## config.mk

```make
export PLATFORM = sky130hd
export DESIGN_NAME = top_k_per_column_select_flat
export DESIGN_NICKNAME = d
export VERILOG_FILES = /design/src/rtl/tkcs_pkg.sv /design/src/rtl/tkcs_if.sv /design/src/rtl/tkcs_cell.sv /design/src/rtl/top_k_per_column_select.sv /design/src/flat_wrapper.sv
export SDC_FILE = /design/constraint.sdc
export NUM_CORES = 2
export LEC_CHECK = 0
export BUFFER_PORTS_ARGS = -buffer_cell sky130_fd_sc_hd__buf_2
export CAP_MARGIN = 30
export CORE_UTILIZATION = 50
export DETAILED_ROUTE_END_ITERATION = 10
export GPL_ROUTABILITY_DRIVEN = 0
export PLACE_DENSITY = 0.65
export SKIP_LAST_GASP = 1
export SLEW_MARGIN = 20
export SYNTH_ARGS = -nofsm -noshare
export SYNTH_HDL_FRONTEND = slang
export SYNTH_SLANG_ARGS = --single-unit
export TNS_END_PERCENT = 20
```

## constraint.sdc

```tcl
create_clock -name clk -period 18 [get_ports clk]
set_input_delay 3.6 -clock clk [delete_from_list [all_inputs] [get_ports clk]]
set_output_delay 3.6 -clock clk [all_outputs]
set_load 0.02 [all_outputs]
```

## src/rtl/tkcs_pkg.sv

```systemverilog
`timescale 1ns / 1ps
// ----------------------------------------------------------------------------
// tkcs_pkg: shared types and constants for the top-k per column select
// Value width, configuration register map, cell control struct and the
// score function that ranks a stored or incoming value.
// ----------------------------------------------------------------------------
package tkcs_pkg;

  localparam int VALUE_W   = 32;
  localparam int SCORE_W   = VALUE_W + 1;
  localparam int KEEP_W    = 5;
  localparam int CFG_IDX_W = 1;
  localparam int CFG_DATA_W = KEEP_W;

  typedef enum logic [CFG_IDX_W-1:0] {
    REG_KEEP_COUNT     = 1'b0,
    REG_MAGNITUDE_MODE = 1'b1
  } cfg_reg_t;

  typedef struct packed {
    logic insert;     // cell takes part in this insertion
    logic from_prev;  // take the neighbor's entry instead of the new one
    logic pop;        // drain: take the entry of the next cell
  } cell_ctrl_t;

  // Signed value, or its magnitude; one extra bit keeps 2^31 exact.
  function automatic logic signed [SCORE_W-1:0] score_of(
    input logic signed [VALUE_W-1:0] value,
    input logic                      magnitude
  );
    logic signed [SCORE_W-1:0] ext;
    ext = {value[VALUE_W-1], value};
    return (magnitude && value[VALUE_W-1]) ? -ext : ext;
  endfunction

endpackage

```

## src/rtl/tkcs_if.sv

```systemverilog
`timescale 1ns / 1ps
// ----------------------------------------------------------------------------
// tkcs_if: valid/ready channels of the top-k per column select
// One interface for column entries, one for ranked results.
// ----------------------------------------------------------------------------
interface tkcs_in_if #(parameter int ROW_BITS = 20);
  logic                       valid;
  logic                       ready;
  logic signed [31:0]         sample_value;
  logic [ROW_BITS-1:0]        row_number;
  logic                       value_absent;
  logic                       column_end;

  modport source (output valid, sample_value, row_number, value_absent, column_end,
                  input ready);
  modport sink   (input valid, sample_value, row_number, value_absent, column_end,
                  output ready);
endinterface

interface tkcs_out_if #(parameter int ROW_BITS = 20);
  logic                       valid;
  logic                       ready;
  logic [ROW_BITS:0]          ranked_row;
  logic signed [31:0]         ranked_value;
  logic                       is_padding;
  logic                       last_of_column;

  modport source (output valid, ranked_row, ranked_value, is_padding, last_of_column,
                  input ready);
  modport sink   (input valid, ranked_row, ranked_value, is_padding, last_of_column,
                  output ready);
endinterface

```

## src/rtl/tkcs_cell.sv

```systemverilog
`timescale 1ns / 1ps
// ----------------------------------------------------------------------------
// tkcs_cell: one rank slot of the insertion chain
// Holds one kept entry, compares its score against the incoming score and
// takes the new entry, its upstream neighbor's entry, or its downstream
// neighbor's entry while the column drains.
// ----------------------------------------------------------------------------
module tkcs_cell
  import tkcs_pkg::*;
#(
  parameter int ROW_BITS = 20
) (
  input  logic                        clk,
  input  cell_ctrl_t                  ctrl,
  input  logic                        occupied,
  input  logic                        magnitude_mode,
  input  logic signed [SCORE_W-1:0]   new_score,
  input  logic signed [VALUE_W-1:0]   new_value,
  input  logic [ROW_BITS-1:0]         new_row,
  input  logic signed [VALUE_W-1:0]   prev_value,
  input  logic [ROW_BITS-1:0]         prev_row,
  input  logic signed [VALUE_W-1:0]   next_value,
  input  logic [ROW_BITS-1:0]         next_row,
  output logic                        beaten,
  output logic signed [VALUE_W-1:0]   value,
  output logic [ROW_BITS-1:0]         row
);

  // strict compare: an equal score stays ahead of the newcomer
  assign beaten = !occupied || (new_score > score_of(value, magnitude_mode));

  always_ff @(posedge clk) begin
    if (ctrl.pop) begin
      value <= next_value;
      row   <= next_row;
    end else if (ctrl.insert) begin
      if (ctrl.from_prev) begin
        value <= prev_value;
        row   <= prev_row;
      end else begin
        value <= new_value;
        row   <= new_row;
      end
    end
  end

endmodule

```

## src/rtl/top_k_per_column_select.sv

```systemverilog
`timescale 1ns / 1ps
// ----------------------------------------------------------------------------
// top_k_per_column_select: streaming top-k selection per column
// A chain of MAX_KEEP cells keeps the strongest entries in rank order; a
// column end drains the first k cells through an output register.
// ----------------------------------------------------------------------------
// Sequence: an entry is absorbed in the cycle it is accepted; a column-end
//   beat sets the drain flag, and results then leave through the output register.
// Throughput: one entry per cycle within a column; a column end then holds the
//   input while the chain shifts out k results, one a cycle unless rank_out stalls.
// Reset: clears the fill count, drain control and output valid; k = 1 and
//   signed ranking. Cell contents are not cleared (read only below fill).
module top_k_per_column_select
  import tkcs_pkg::*;
#(
  parameter int MAX_KEEP = 16,
  parameter int ROW_BITS = 20
) (
  input  logic                    clk,
  input  logic                    rst,
  input  logic                    write_enable,
  input  logic [CFG_IDX_W-1:0]    reg_index,
  input  logic [CFG_DATA_W-1:0]   write_data,
  tkcs_in_if.sink                 sample_in,
  tkcs_out_if.source              rank_out
);

  localparam int CNT_W = $clog2(MAX_KEEP + 1);

  logic [KEEP_W-1:0]            keep_count;
  logic                         magnitude_mode;
  logic [CNT_W-1:0]             fill;
  logic [CNT_W-1:0]             fill_next;
  logic [CNT_W-1:0]             fill_clip;
  logic [CNT_W-1:0]             k_eff;
  logic [CNT_W-1:0]             emit_cnt;
  logic                         draining;
  logic                         in_acc;
  logic                         pop;
  logic                         emit_last;
  logic                         ins_any;
  logic                         admit;
  logic                         weakest_beaten;
  logic signed [SCORE_W-1:0]    new_score;

  logic [MAX_KEEP-1:0]          beaten;
  logic [MAX_KEEP-1:0]          past_pos;
  logic [MAX_KEEP-1:0]          insert;
  logic signed [VALUE_W-1:0]    cell_value [MAX_KEEP];
  logic [ROW_BITS-1:0]          cell_row   [MAX_KEEP];

  // configuration
  always_ff @(posedge clk) begin
    if (rst) begin
      keep_count     <= KEEP_W'(1);
      magnitude_mode <= 1'b0;
    end else if (write_enable) begin
      unique case (cfg_reg_t'(reg_index))
        REG_KEEP_COUNT:     keep_count     <= write_data;
        REG_MAGNITUDE_MODE: magnitude_mode <= write_data[0];
        default: ;
      endcase
    end
  end

  always_comb begin
    if (keep_count == '0) begin
      k_eff = CNT_W'(1);
    end else if (int'(keep_count) > MAX_KEEP) begin
      k_eff = CNT_W'(MAX_KEEP);
    end else begin
      k_eff = CNT_W'(keep_count);
    end
  end

  // drop entries beyond a lowered k
  assign fill_clip = (fill > k_eff) ? k_eff : fill;

  assign sample_in.ready = !draining;
  assign in_acc    = sample_in.valid && sample_in.ready;
  assign new_score = score_of(sample_in.sample_value, magnitude_mode);

  assign pop       = draining && (!rank_out.valid || rank_out.ready);
  assign emit_last = (emit_cnt == k_eff - CNT_W'(1));

  // the first beaten slot takes the new entry, every slot after it shifts down
  always_comb begin
    past_pos[0]    = beaten[0];
    weakest_beaten = (k_eff == CNT_W'(1)) && beaten[0];
    for (int i = 1; i < MAX_KEEP; i++) begin
      past_pos[i] = past_pos[i-1] || beaten[i];
      if (CNT_W'(i + 1) == k_eff) begin
        weakest_beaten = beaten[i];
      end
    end
  end

  // a full store admits only a score above the weakest kept one
  assign admit = in_acc && !sample_in.value_absent
                 && ((fill_clip != k_eff) || weakest_beaten);

  // cell chain
  for (genvar i = 0; i < MAX_KEEP; i++) begin : g_cell
    cell_ctrl_t                 ctrl;
    logic signed [VALUE_W-1:0]  prev_value;
    logic [ROW_BITS-1:0]        prev_row;
    logic signed [VALUE_W-1:0]  next_value;
    logic [ROW_BITS-1:0]        next_row;

    assign insert[i] = admit && past_pos[i] && (CNT_W'(i) < k_eff);

    if (i == 0) begin : g_head
      assign prev_value     = sample_in.sample_value;
      assign prev_row       = sample_in.row_number;
      assign ctrl.from_prev = 1'b0;
    end else begin : g_body
      assign prev_value     = cell_value[i-1];
      assign prev_row       = cell_row[i-1];
      assign ctrl.from_prev = past_pos[i-1];
    end

    if (i == MAX_KEEP - 1) begin : g_tail
      assign next_value = cell_value[i];
      assign next_row   = cell_row[i];
    end else begin : g_inner
      assign next_value = cell_value[i+1];
      assign next_row   = cell_row[i+1];
    end

    assign ctrl.insert = insert[i];
    assign ctrl.pop    = pop;

    tkcs_cell #(
      .ROW_BITS (ROW_BITS)
    ) u_cell (
      .clk            (clk),
      .ctrl           (ctrl),
      .occupied       (fill_clip > CNT_W'(i)),
      .magnitude_mode (magnitude_mode),
      .new_score      (new_score),
      .new_value      (sample_in.sample_value),
      .new_row        (sample_in.row_number),
      .prev_value     (prev_value),
      .prev_row       (prev_row),
      .next_value     (next_value),
      .next_row       (next_row),
      .beaten         (beaten[i]),
      .value          (cell_value[i]),
      .row            (cell_row[i])
    );
  end

  assign ins_any = |insert;

  always_comb begin
    fill_next = fill_clip;
    if (ins_any && (fill_clip != k_eff)) begin
      fill_next = fill_clip + CNT_W'(1);
    end
  end

  // fill count and drain control
  always_ff @(posedge clk) begin
    if (rst) begin
      fill     <= '0;
      draining <= 1'b0;
      emit_cnt <= '0;
    end else if (pop) begin
      if (fill != '0) begin
        fill <= fill - CNT_W'(1);
      end
      if (emit_last) begin
        draining <= 1'b0;
        emit_cnt <= '0;
      end else begin
        emit_cnt <= emit_cnt + CNT_W'(1);
      end
    end else if (in_acc) begin
      fill     <= fill_next;
      draining <= sample_in.column_end;
    end
  end

  // output register
  always_ff @(posedge clk) begin
    if (rst) begin
      rank_out.valid <= 1'b0;
    end else if (pop) begin
      rank_out.valid <= 1'b1;
    end else if (rank_out.ready) begin
      rank_out.valid <= 1'b0;
    end
  end

  always_ff @(posedge clk) begin
    if (pop) begin
      if (fill != '0) begin
        rank_out.ranked_row   <= {1'b0, cell_row[0]} + (ROW_BITS + 1)'(1);
        rank_out.ranked_value <= cell_value[0];
        rank_out.is_padding   <= 1'b0;
      end else begin
        rank_out.ranked_row   <= '0;
        rank_out.ranked_value <= '0;
        rank_out.is_padding   <= 1'b1;
      end
      rank_out.last_of_column <= emit_last;
    end
  end

`ifndef SYNTHESIS
  a_fill_bound: assert property (@(posedge clk) disable iff (rst)
    int'(fill) <= MAX_KEEP)
    else $error("fill count above chain length");

  a_end_starts_drain: assert property (@(posedge clk) disable iff (rst)
    in_acc && sample_in.column_end |=> draining && emit_cnt == '0)
    else $error("column end did not start a drain");

  a_drain_empties: assert property (@(posedge clk) disable iff (rst)
    pop && emit_last |=> !draining && fill == '0)
    else $error("drain finished with entries left");

  a_padding_zero: assert property (@(posedge clk) disable iff (rst)
    rank_out.valid && rank_out.is_padding |->
      rank_out.ranked_row == '0 && rank_out.ranked_value == '0)
    else $error("padding beat carries data");

  a_last_ends_drain: assert property (@(posedge clk) disable iff (rst)
    pop |=> rank_out.last_of_column == !draining)
    else $error("last_of_column out of step with drain");
`endif

endmodule

```

## src/flat_wrapper.sv

```systemverilog
// flat-port wrapper written by rule: the top's interface ports become plain ports
module top_k_per_column_select_flat import tkcs_pkg::*;
#(
  parameter int MAX_KEEP = 16,
  parameter int ROW_BITS = 20
)
  (clk, rst, write_enable, reg_index, write_data, sample_in_valid, sample_in_sample_value, sample_in_row_number, sample_in_value_absent, sample_in_column_end, sample_in_ready, rank_out_valid, rank_out_ranked_row, rank_out_ranked_value, rank_out_is_padding, rank_out_last_of_column, rank_out_ready);
  tkcs_in_if #(.ROW_BITS(ROW_BITS)) sample_in_i ();
  tkcs_out_if #(.ROW_BITS(ROW_BITS)) rank_out_i ();
  input  logic clk;
  input  logic rst;
  input  logic write_enable;
  input  logic [CFG_IDX_W-1:0] reg_index;
  input  logic [CFG_DATA_W-1:0] write_data;
  input wire logic [$bits(sample_in_i.valid)-1:0] sample_in_valid;
  input wire logic [$bits(sample_in_i.sample_value)-1:0] sample_in_sample_value;
  input wire logic [$bits(sample_in_i.row_number)-1:0] sample_in_row_number;
  input wire logic [$bits(sample_in_i.value_absent)-1:0] sample_in_value_absent;
  input wire logic [$bits(sample_in_i.column_end)-1:0] sample_in_column_end;
  output wire logic [$bits(sample_in_i.ready)-1:0] sample_in_ready;
  output wire logic [$bits(rank_out_i.valid)-1:0] rank_out_valid;
  output wire logic [$bits(rank_out_i.ranked_row)-1:0] rank_out_ranked_row;
  output wire logic [$bits(rank_out_i.ranked_value)-1:0] rank_out_ranked_value;
  output wire logic [$bits(rank_out_i.is_padding)-1:0] rank_out_is_padding;
  output wire logic [$bits(rank_out_i.last_of_column)-1:0] rank_out_last_of_column;
  input wire logic [$bits(rank_out_i.ready)-1:0] rank_out_ready;
  assign sample_in_i.valid = sample_in_valid;
  assign sample_in_i.sample_value = sample_in_sample_value;
  assign sample_in_i.row_number = sample_in_row_number;
  assign sample_in_i.value_absent = sample_in_value_absent;
  assign sample_in_i.column_end = sample_in_column_end;
  assign sample_in_ready = sample_in_i.ready;
  assign rank_out_valid = rank_out_i.valid;
  assign rank_out_ranked_row = rank_out_i.ranked_row;
  assign rank_out_ranked_value = rank_out_i.ranked_value;
  assign rank_out_is_padding = rank_out_i.is_padding;
  assign rank_out_last_of_column = rank_out_i.last_of_column;
  assign rank_out_i.ready = rank_out_ready;
  top_k_per_column_select #(.MAX_KEEP(MAX_KEEP), .ROW_BITS(ROW_BITS)) u_core (.clk(clk), .rst(rst), .write_enable(write_enable), .reg_index(reg_index), .write_data(write_data), .sample_in(sample_in_i), .rank_out(rank_out_i));
endmodule
```

After elaboration in Yosys (flattened, before gate mapping)
Index checks and enable logic that the tools add are counted.
Storage, ports and cells
  output and inout port bits: 57
  flip-flop bits (word level): 905
Cells by class
  $lt $le $gt $ge: 50
  $add $sub $neg: 22
  bitwise gates (word level): 2
  equal/unequal tests: 20
  muxes and demuxes: 136
  reductions and logical operators: 132
Operators by type and width (count)
  32-bit two-way mux: 45
  20-bit two-way mux: 45
  33-bit two-way mux: 17
  32-bit negator with 33-bit output: 17
  33-bit greater-than comparator: 16
  1-bit logical AND: 55
  4-bit by 5-bit == test with 1-bit output, first input constant: 8
  5-bit by 4-bit greater-than comparator with 1-bit output, second input constant: 8
  4-bit by 5-bit less-than comparator with 1-bit output, first input constant: 8
  5-bit two-way mux: 8
  2-bit nonzero test: 17
  1-bit logical OR: 33
  20-bit by 1-bit adder with 21-bit output, second input constant: 1
  1-bit two-way mux: 21
  3-bit by 5-bit == test with 1-bit output, first input constant: 4
  5-bit by 3-bit greater-than comparator with 1-bit output, second input constant: 4
  3-bit by 5-bit less-than comparator with 1-bit output, first input constant: 4
  1-bit zero test: 19
  16-bit OR reduction: 1
  5-bit by 1-bit adder with 5-bit output, second input constant: 2
  2-bit by 5-bit == test with 1-bit output, first input constant: 2
  5-bit by 1-bit greater-than comparator with 1-bit output, second input constant: 2
  5-bit by 2-bit greater-than comparator with 1-bit output, second input constant: 2
  1-bit by 5-bit less-than comparator with 1-bit output, first input constant: 2
  13 further kinds: 21

Depth between registers and ports, before layout
  depth in word-level cells: 33
  mapped depth: 29
  depth with buffers taken out: 25

By module
Synthesis repeated with hierarchy kept, for this count alone.
Unflattened totals
  cells, all modules: 7277
  area total of the unflattened synthesis: 69895.8 sq um
Modules (own cells, without submodules)
  tkcs_cell: sequential area each 1561.5 sq um, area each 4026.4 sq um, cells each 416, times used 16
  top_k_per_column_select: sequential area each 2011.9 sq um, area each 5474.0 sq um, cells each 621, times used 1

Least setup slack after synthesis
Ideal clock, no wire load.
  kind: input -> register
  start point: in sample_in_sample_value[10]
  end point: reg u_core.g_cell[10].u_cell.row[0], enable pin
  path slack: 3481 ps
  stages: 21
  data required time: 17396 ps
  library setup time: 604 ps
  arrival time: 13915 ps
  cell sequence: buf_2 > nor4_1 > nand4_1 > nor2_1 > nand3b_1 > a21boi_0 > ha_1 > nand2_1 > nor3_1 > and3_1 > a211oi_1 > maj3_1 > a21o_1 > a31oi_2 > o311ai_0 > a21oi_1 > o31a_1 > o221ai_1 > a21oi_1 > a2111o_1 > o41ai_1
On the way
  word-level cells in the longest chain between the ends: 25
  elaborated cells on any way between the ends: 65
  those cells by class: 1 x add/sub; 16 x order compare; 16 x mux; 32 x reduce/logical
RTL lines
  start: declaration: RTL line flat_wrapper.sv:16  | input wire logic [$bits(sample_in_i.sample_value)-1:0] sample_in_sample_value;
  32-bit negator with 33-bit output: RTL line tkcs_pkg.sv:33  | return (magnitude && value[VALUE_W-1]) ? -ext : ext;
  33-bit two-way mux (*): RTL line tkcs_pkg.sv:33
  33-bit greater-than comparator: RTL line tkcs_cell.sv:30  | assign beaten = !occupied || (new_score > score_of(value, magnitude_mode));
  1-bit logical OR: RTL line tkcs_cell.sv:30
  1-bit logical AND: RTL line top_k_per_column_select.sv:89  | weakest_beaten = (k_eff == CNT_W'(1)) && beaten[0];
  1-bit two-way mux (15 in a row): RTL line top_k_per_column_select.sv:92  | if (CNT_W'(i + 1) == k_eff) begin
  1-bit logical OR: RTL line top_k_per_column_select.sv:100  | && ((fill_clip != k_eff) || weakest_beaten);
  1-bit logical AND: RTL line top_k_per_column_select.sv:100
  1-bit logical AND (*) (2 in a row): RTL line top_k_per_column_select.sv:110  | assign insert[i] = admit && past_pos[i] && (CNT_W'(i) < k_eff);
  2-bit nonzero test (no source line) (*)
  end signal: assignment: RTL line tkcs_cell.sv:35  | row <= next_row;
  end signal: assignment: RTL line tkcs_cell.sv:39  | row <= prev_row;
  end signal: assignment: RTL line tkcs_cell.sv:42  | row <= new_row;
  end: declaration: RTL line tkcs_cell.sv:26  | output logic [ROW_BITS-1:0] row
Mark *: on every way between the ends. The rest lies on a longest branch, timed or not.
A chain may end at the register's enable or synchronous reset.

Final worst setup path
  start point: in sample_in_sample_value[4]
  end point: reg u_core.g_cell[12].u_cell.row[5], enable pin
On the way
  word-level cells in the longest chain between the ends: 25
  elaborated cells on any way between the ends: 67
  those cells by class: 1 x add/sub; 16 x order compare; 16 x mux; 34 x reduce/logical
RTL lines (RTL line)
  32-bit negator with 33-bit output: tkcs_pkg.sv:33
  33-bit two-way mux (*): tkcs_pkg.sv:33
  33-bit greater-than comparator: tkcs_cell.sv:30
  1-bit logical OR: tkcs_cell.sv:30
  1-bit logical AND: top_k_per_column_select.sv:89
  1-bit two-way mux (15 in a row): top_k_per_column_select.sv:92
  1-bit logical OR: top_k_per_column_select.sv:100
  1-bit logical AND: top_k_per_column_select.sv:100
  1-bit logical AND (*) (2 in a row): top_k_per_column_select.sv:110
  2-bit nonzero test (no source line) (*)
  end signal: assignment: tkcs_cell.sv:35
  end signal: assignment: tkcs_cell.sv:39
  end signal: assignment: tkcs_cell.sv:42
  end: declaration: tkcs_cell.sv:26
Marked as above.

==> flow_metrics.tcl <==
set metrics [dict create \
    multi_input_area_um2 40000 \
    grt-ovfl-total 0 \
    max_slew.worst_pin.slew_ns 1.17 \
    ir_drop_mv 0.143 \
    synth_area_per_cell_um2 9.26 \
    synth-seq-cells 905 \
    synth_ff_type "edfxtp_1" \
    crit_type "in -> reg" \
    synth_top_family_by_area "simple AND/OR/NAND/NOR gates" \
    worstSetupStartpoint "sample_in_sample_value[4]" \
    dieArea_um2 139000 \
    hold_violations 0 \
    yosysWarnings 0 \
    htree_levels 3 \
    regToRegStartpoint "u_core.g_cell[1].u_cell.value[1]" \
    synth_xor_area_frac 0.0709 \
    avgRoutedWirePerCell_um 25.5 \
    yosys.area_share.simple 0.158 \
    fin_worst_skew_ns 0.0500 \
    post_cts.repair.setup_buffers 0 \
    power_switching_mw 2.42 \
    p_total_mw 6.96 \
    final_cell_mix "nand2_1 (1230), edfxtp_1 (887), o21ai_0 (827)" \
    reg2reg_depth 25 \
    setup_ws_ns 6.62 \
    clk_pin_slew_ns 0.07 \
    grtUsageTotal 0.328 \
    grt_pass1_vias 57161 \
    first_iter_violations 7021 \
    die_x_um 373 \
    insertion_delay_ns 0.77 \
    fmax_mhz 87.9 \
    cp_data_arrival_time_ns 11.73 \
    async_reset_ff_frac 0 \
    clockRootBuffer "clkbuf_16" \
    port_buffers 121 \
    drive_gt1_frac 0.0766 \
    firstDrtPassIters 6 \
    rows 135 \
    numCtsBuffers 105 \
    critPathRequiredTime_ns 18.35 \
    via_count 59663 \
    cp_max_fo 47 \
    cts_buffer_depth 3 \
    nFillCells 12206 \
    synthesis.nets 8012 \
    grt_max_degree 306 \
    slew-limit-headroom 0.216 \
    post_drt_via_cell_ratio 6.48 \
    switching_share 0.348 \
    synthAdderAreaFrac 0.0957 \
    dp_slack_ns 5.79 \
    power_frac_seq 0.418 \
    hp-class "reg -> reg" \
    synth_compound_area_frac 0.152 \
    cts_tree "yes" \
    whs_path_depth 2 \
    min_from "u_core.g_cell[15].u_cell.row[17]" \
    synthMuxAreaShare 0.0981 \
    fp.dieH_um 373 \
    ant_nets 0 \
    hpwl_mm 171 \
    setup_viol 0 \
    design_area_um2 74900 \
    start_util 0.506 \
    core-area_um2 136000 \
    maxCapViolations 0 \
    finalMaxSlewViolations 0 \
    tns_ns 0 \
    pwr-share-clk 0.319 \
    rsz0062_at_grt "false" \
    fin_crit_ns 11.38 \
    mostFrequentLayoutCell "nand2_1" \
    holdBufCountCts 0 \
    syn_inst 7428 \
    fin_nets 7910 \
    postCtsResizedCells 0 \
    netlist_area_um2 68800 \
    period_share 0.632 \
    post-route-util 0.551 \
    worst_setup_path_end_kind "flip-flop" \
    crit_path_start_kind "input port" \
    ios 122 \
    power_density_nw_per_um2 92.9 \
    p_leak_nw 27.2 \
    syn_to_final_growth_pct 8.86 \
    yosysSeqAreaShare 0.392 \
    internal_power_mw 4.53 \
    drc 0 \
    status "complete, no violations" \
    ff2ff_setup_slack_ns 8.84 \
    grt_pass1_wl_mm 353 \
    place_area_um2 71300 \
    grt_antenna_before_repair 13 \
    combinationalPowerShare 0.263 \
    cts.sinks 905 \
    synth_edf_count 887 \
    drt-total-wl_mm 235 \
    area.sequential_um2 27000 \
    ys_types 91 \
]
==> flip-flops by register name, summed over array words and instances (netlist names), 5 cells and up <==
name and flops:
u_core.rank_out.ranked_row 21, u_core.g_cell.u_cell.value 512, u_core.emit_cnt 5, u_core.keep_count 5, u_core.rank_out.ranked_value 32, u_core.fill 5
u_core.g_cell.u_cell.row 320
==> path summary, 6_finish.rpt <==
path	endpoint
max	u_core.g_cell[12].u_cell.row[5]
min	u_core.g_cell[14].u_cell.row[17]
max reg2reg	u_core.g_cell[11].u_cell.row[8]
min reg2reg	u_core.g_cell[14].u_cell.row[17]
==> power by group through the flow <==
| stage | combinational, mW | sequential [mW] | clock (mW) |
|---|---|---|---|
| global route | 2.00 | 2.92 | 2.31 |
| global placement | 1.73 | 2.93 | 0 |
| finish | 1.83 | 2.91 | 2.22 |
| CTS | 1.79 | 2.89 | 2.23 |
| floorplan | 1.24 | 2.85 | 0 |
| detailed placement | 1.79 | 2.94 | 0 |
==> synth_stat cells (all sizes together) (20+ instances only) <==
library cell | n | area [µm²]
or4 | 51 | 394
nor2 | 441 | 1660
nor4 | 91 | 609
edfxtp | 887 | 26600
ha | 519 | 6490
and2 | 41 | 259
or3 | 38 | 238
o21ai | 835 | 4180
mux2 | 51 | 574
nand2b | 60 | 375
buf | 88 | 419
o211ai | 33 | 248
a211oi | 35 | 268
a21o | 78 | 586
nor2b | 69 | 432
clkbuf | 383 | 1440
xor2 | 240 | 2110
o41ai | 42 | 387
inv | 112 | 420
a31oi | 132 | 832
nor3 | 118 | 591
xnor2 | 315 | 2770
nand3 | 102 | 510
nand2 | 1233 | 4630
and3 | 20 | 125
nand4 | 83 | 519
a21oi | 359 | 1800
o31ai | 101 | 758
mux2i | 617 | 6180
==> critical path, cell delays in order <==
cell and delay, ns:
buf_2 0.27, nor4_2 0.69, nand4_1 0.53, o31ai_1 0.50, xnor2_2 0.15, buf_4 0.32, ha_1 0.21, nand3_1 0.13
nor4_1 0.80, a211o_1 0.29, o21ai_0 0.12, a21oi_1 0.28, o211ai_1 0.25, buf_4 0.46, o22ai_1 0.27, a32oi_1 0.08
o31a_1 0.16, o221ai_1 0.18, a21oi_1 0.09, a2111o_1 0.38, buf_4 0.27, o41ai_2 0.76, buf_4 0.75
==> cell families after synthesis <==
logic type	count (synthesis)
xor+xnor	555
buf+inv	584
compound gates	1775
simple gates	2413
fa+ha+maj	528
flops	905
mux	668
==> cell type report <==
cell class                      count  share of cell area
Sequential cell                   905               0.361
Clock buffer                      131              0.0364
Timing Repair Buffer              262              0.0239
Inverter                          113             0.00577
Clock inverter                     65             0.00954
Tap cell                         1781              0.0298
Antenna cell                        5            0.000167
Multi-Input combinational cell   5939               0.534
==> per-layer routing <==
layer / routed length (µm) / global-route usage / up-vias
li1: - / - / 27057
met1: 97300 / 0.445 / 29026
met2: 106000 / 0.515 / 3009
met3: 22200 / 0.0646 / 561
met4: 9740 / 0.124 / 10
met5: 54 / 0 / -
==> through the flow <==
| stage | instances | hold slack, ns |
|---|---|---|
| 6_report | 9201 | 0.483 |
| 5_1_grt | 9198 | 0.506 |
| 4_1_cts | 9187 | 0.479 |
| 3_5_place_dp | 8991 | 0.498 |
| 3_3_place_gp | 8987 | 0.494 |
| 2_1_floorplan | 7428 | 0.473 |
(Power assumes the default switching activity.)
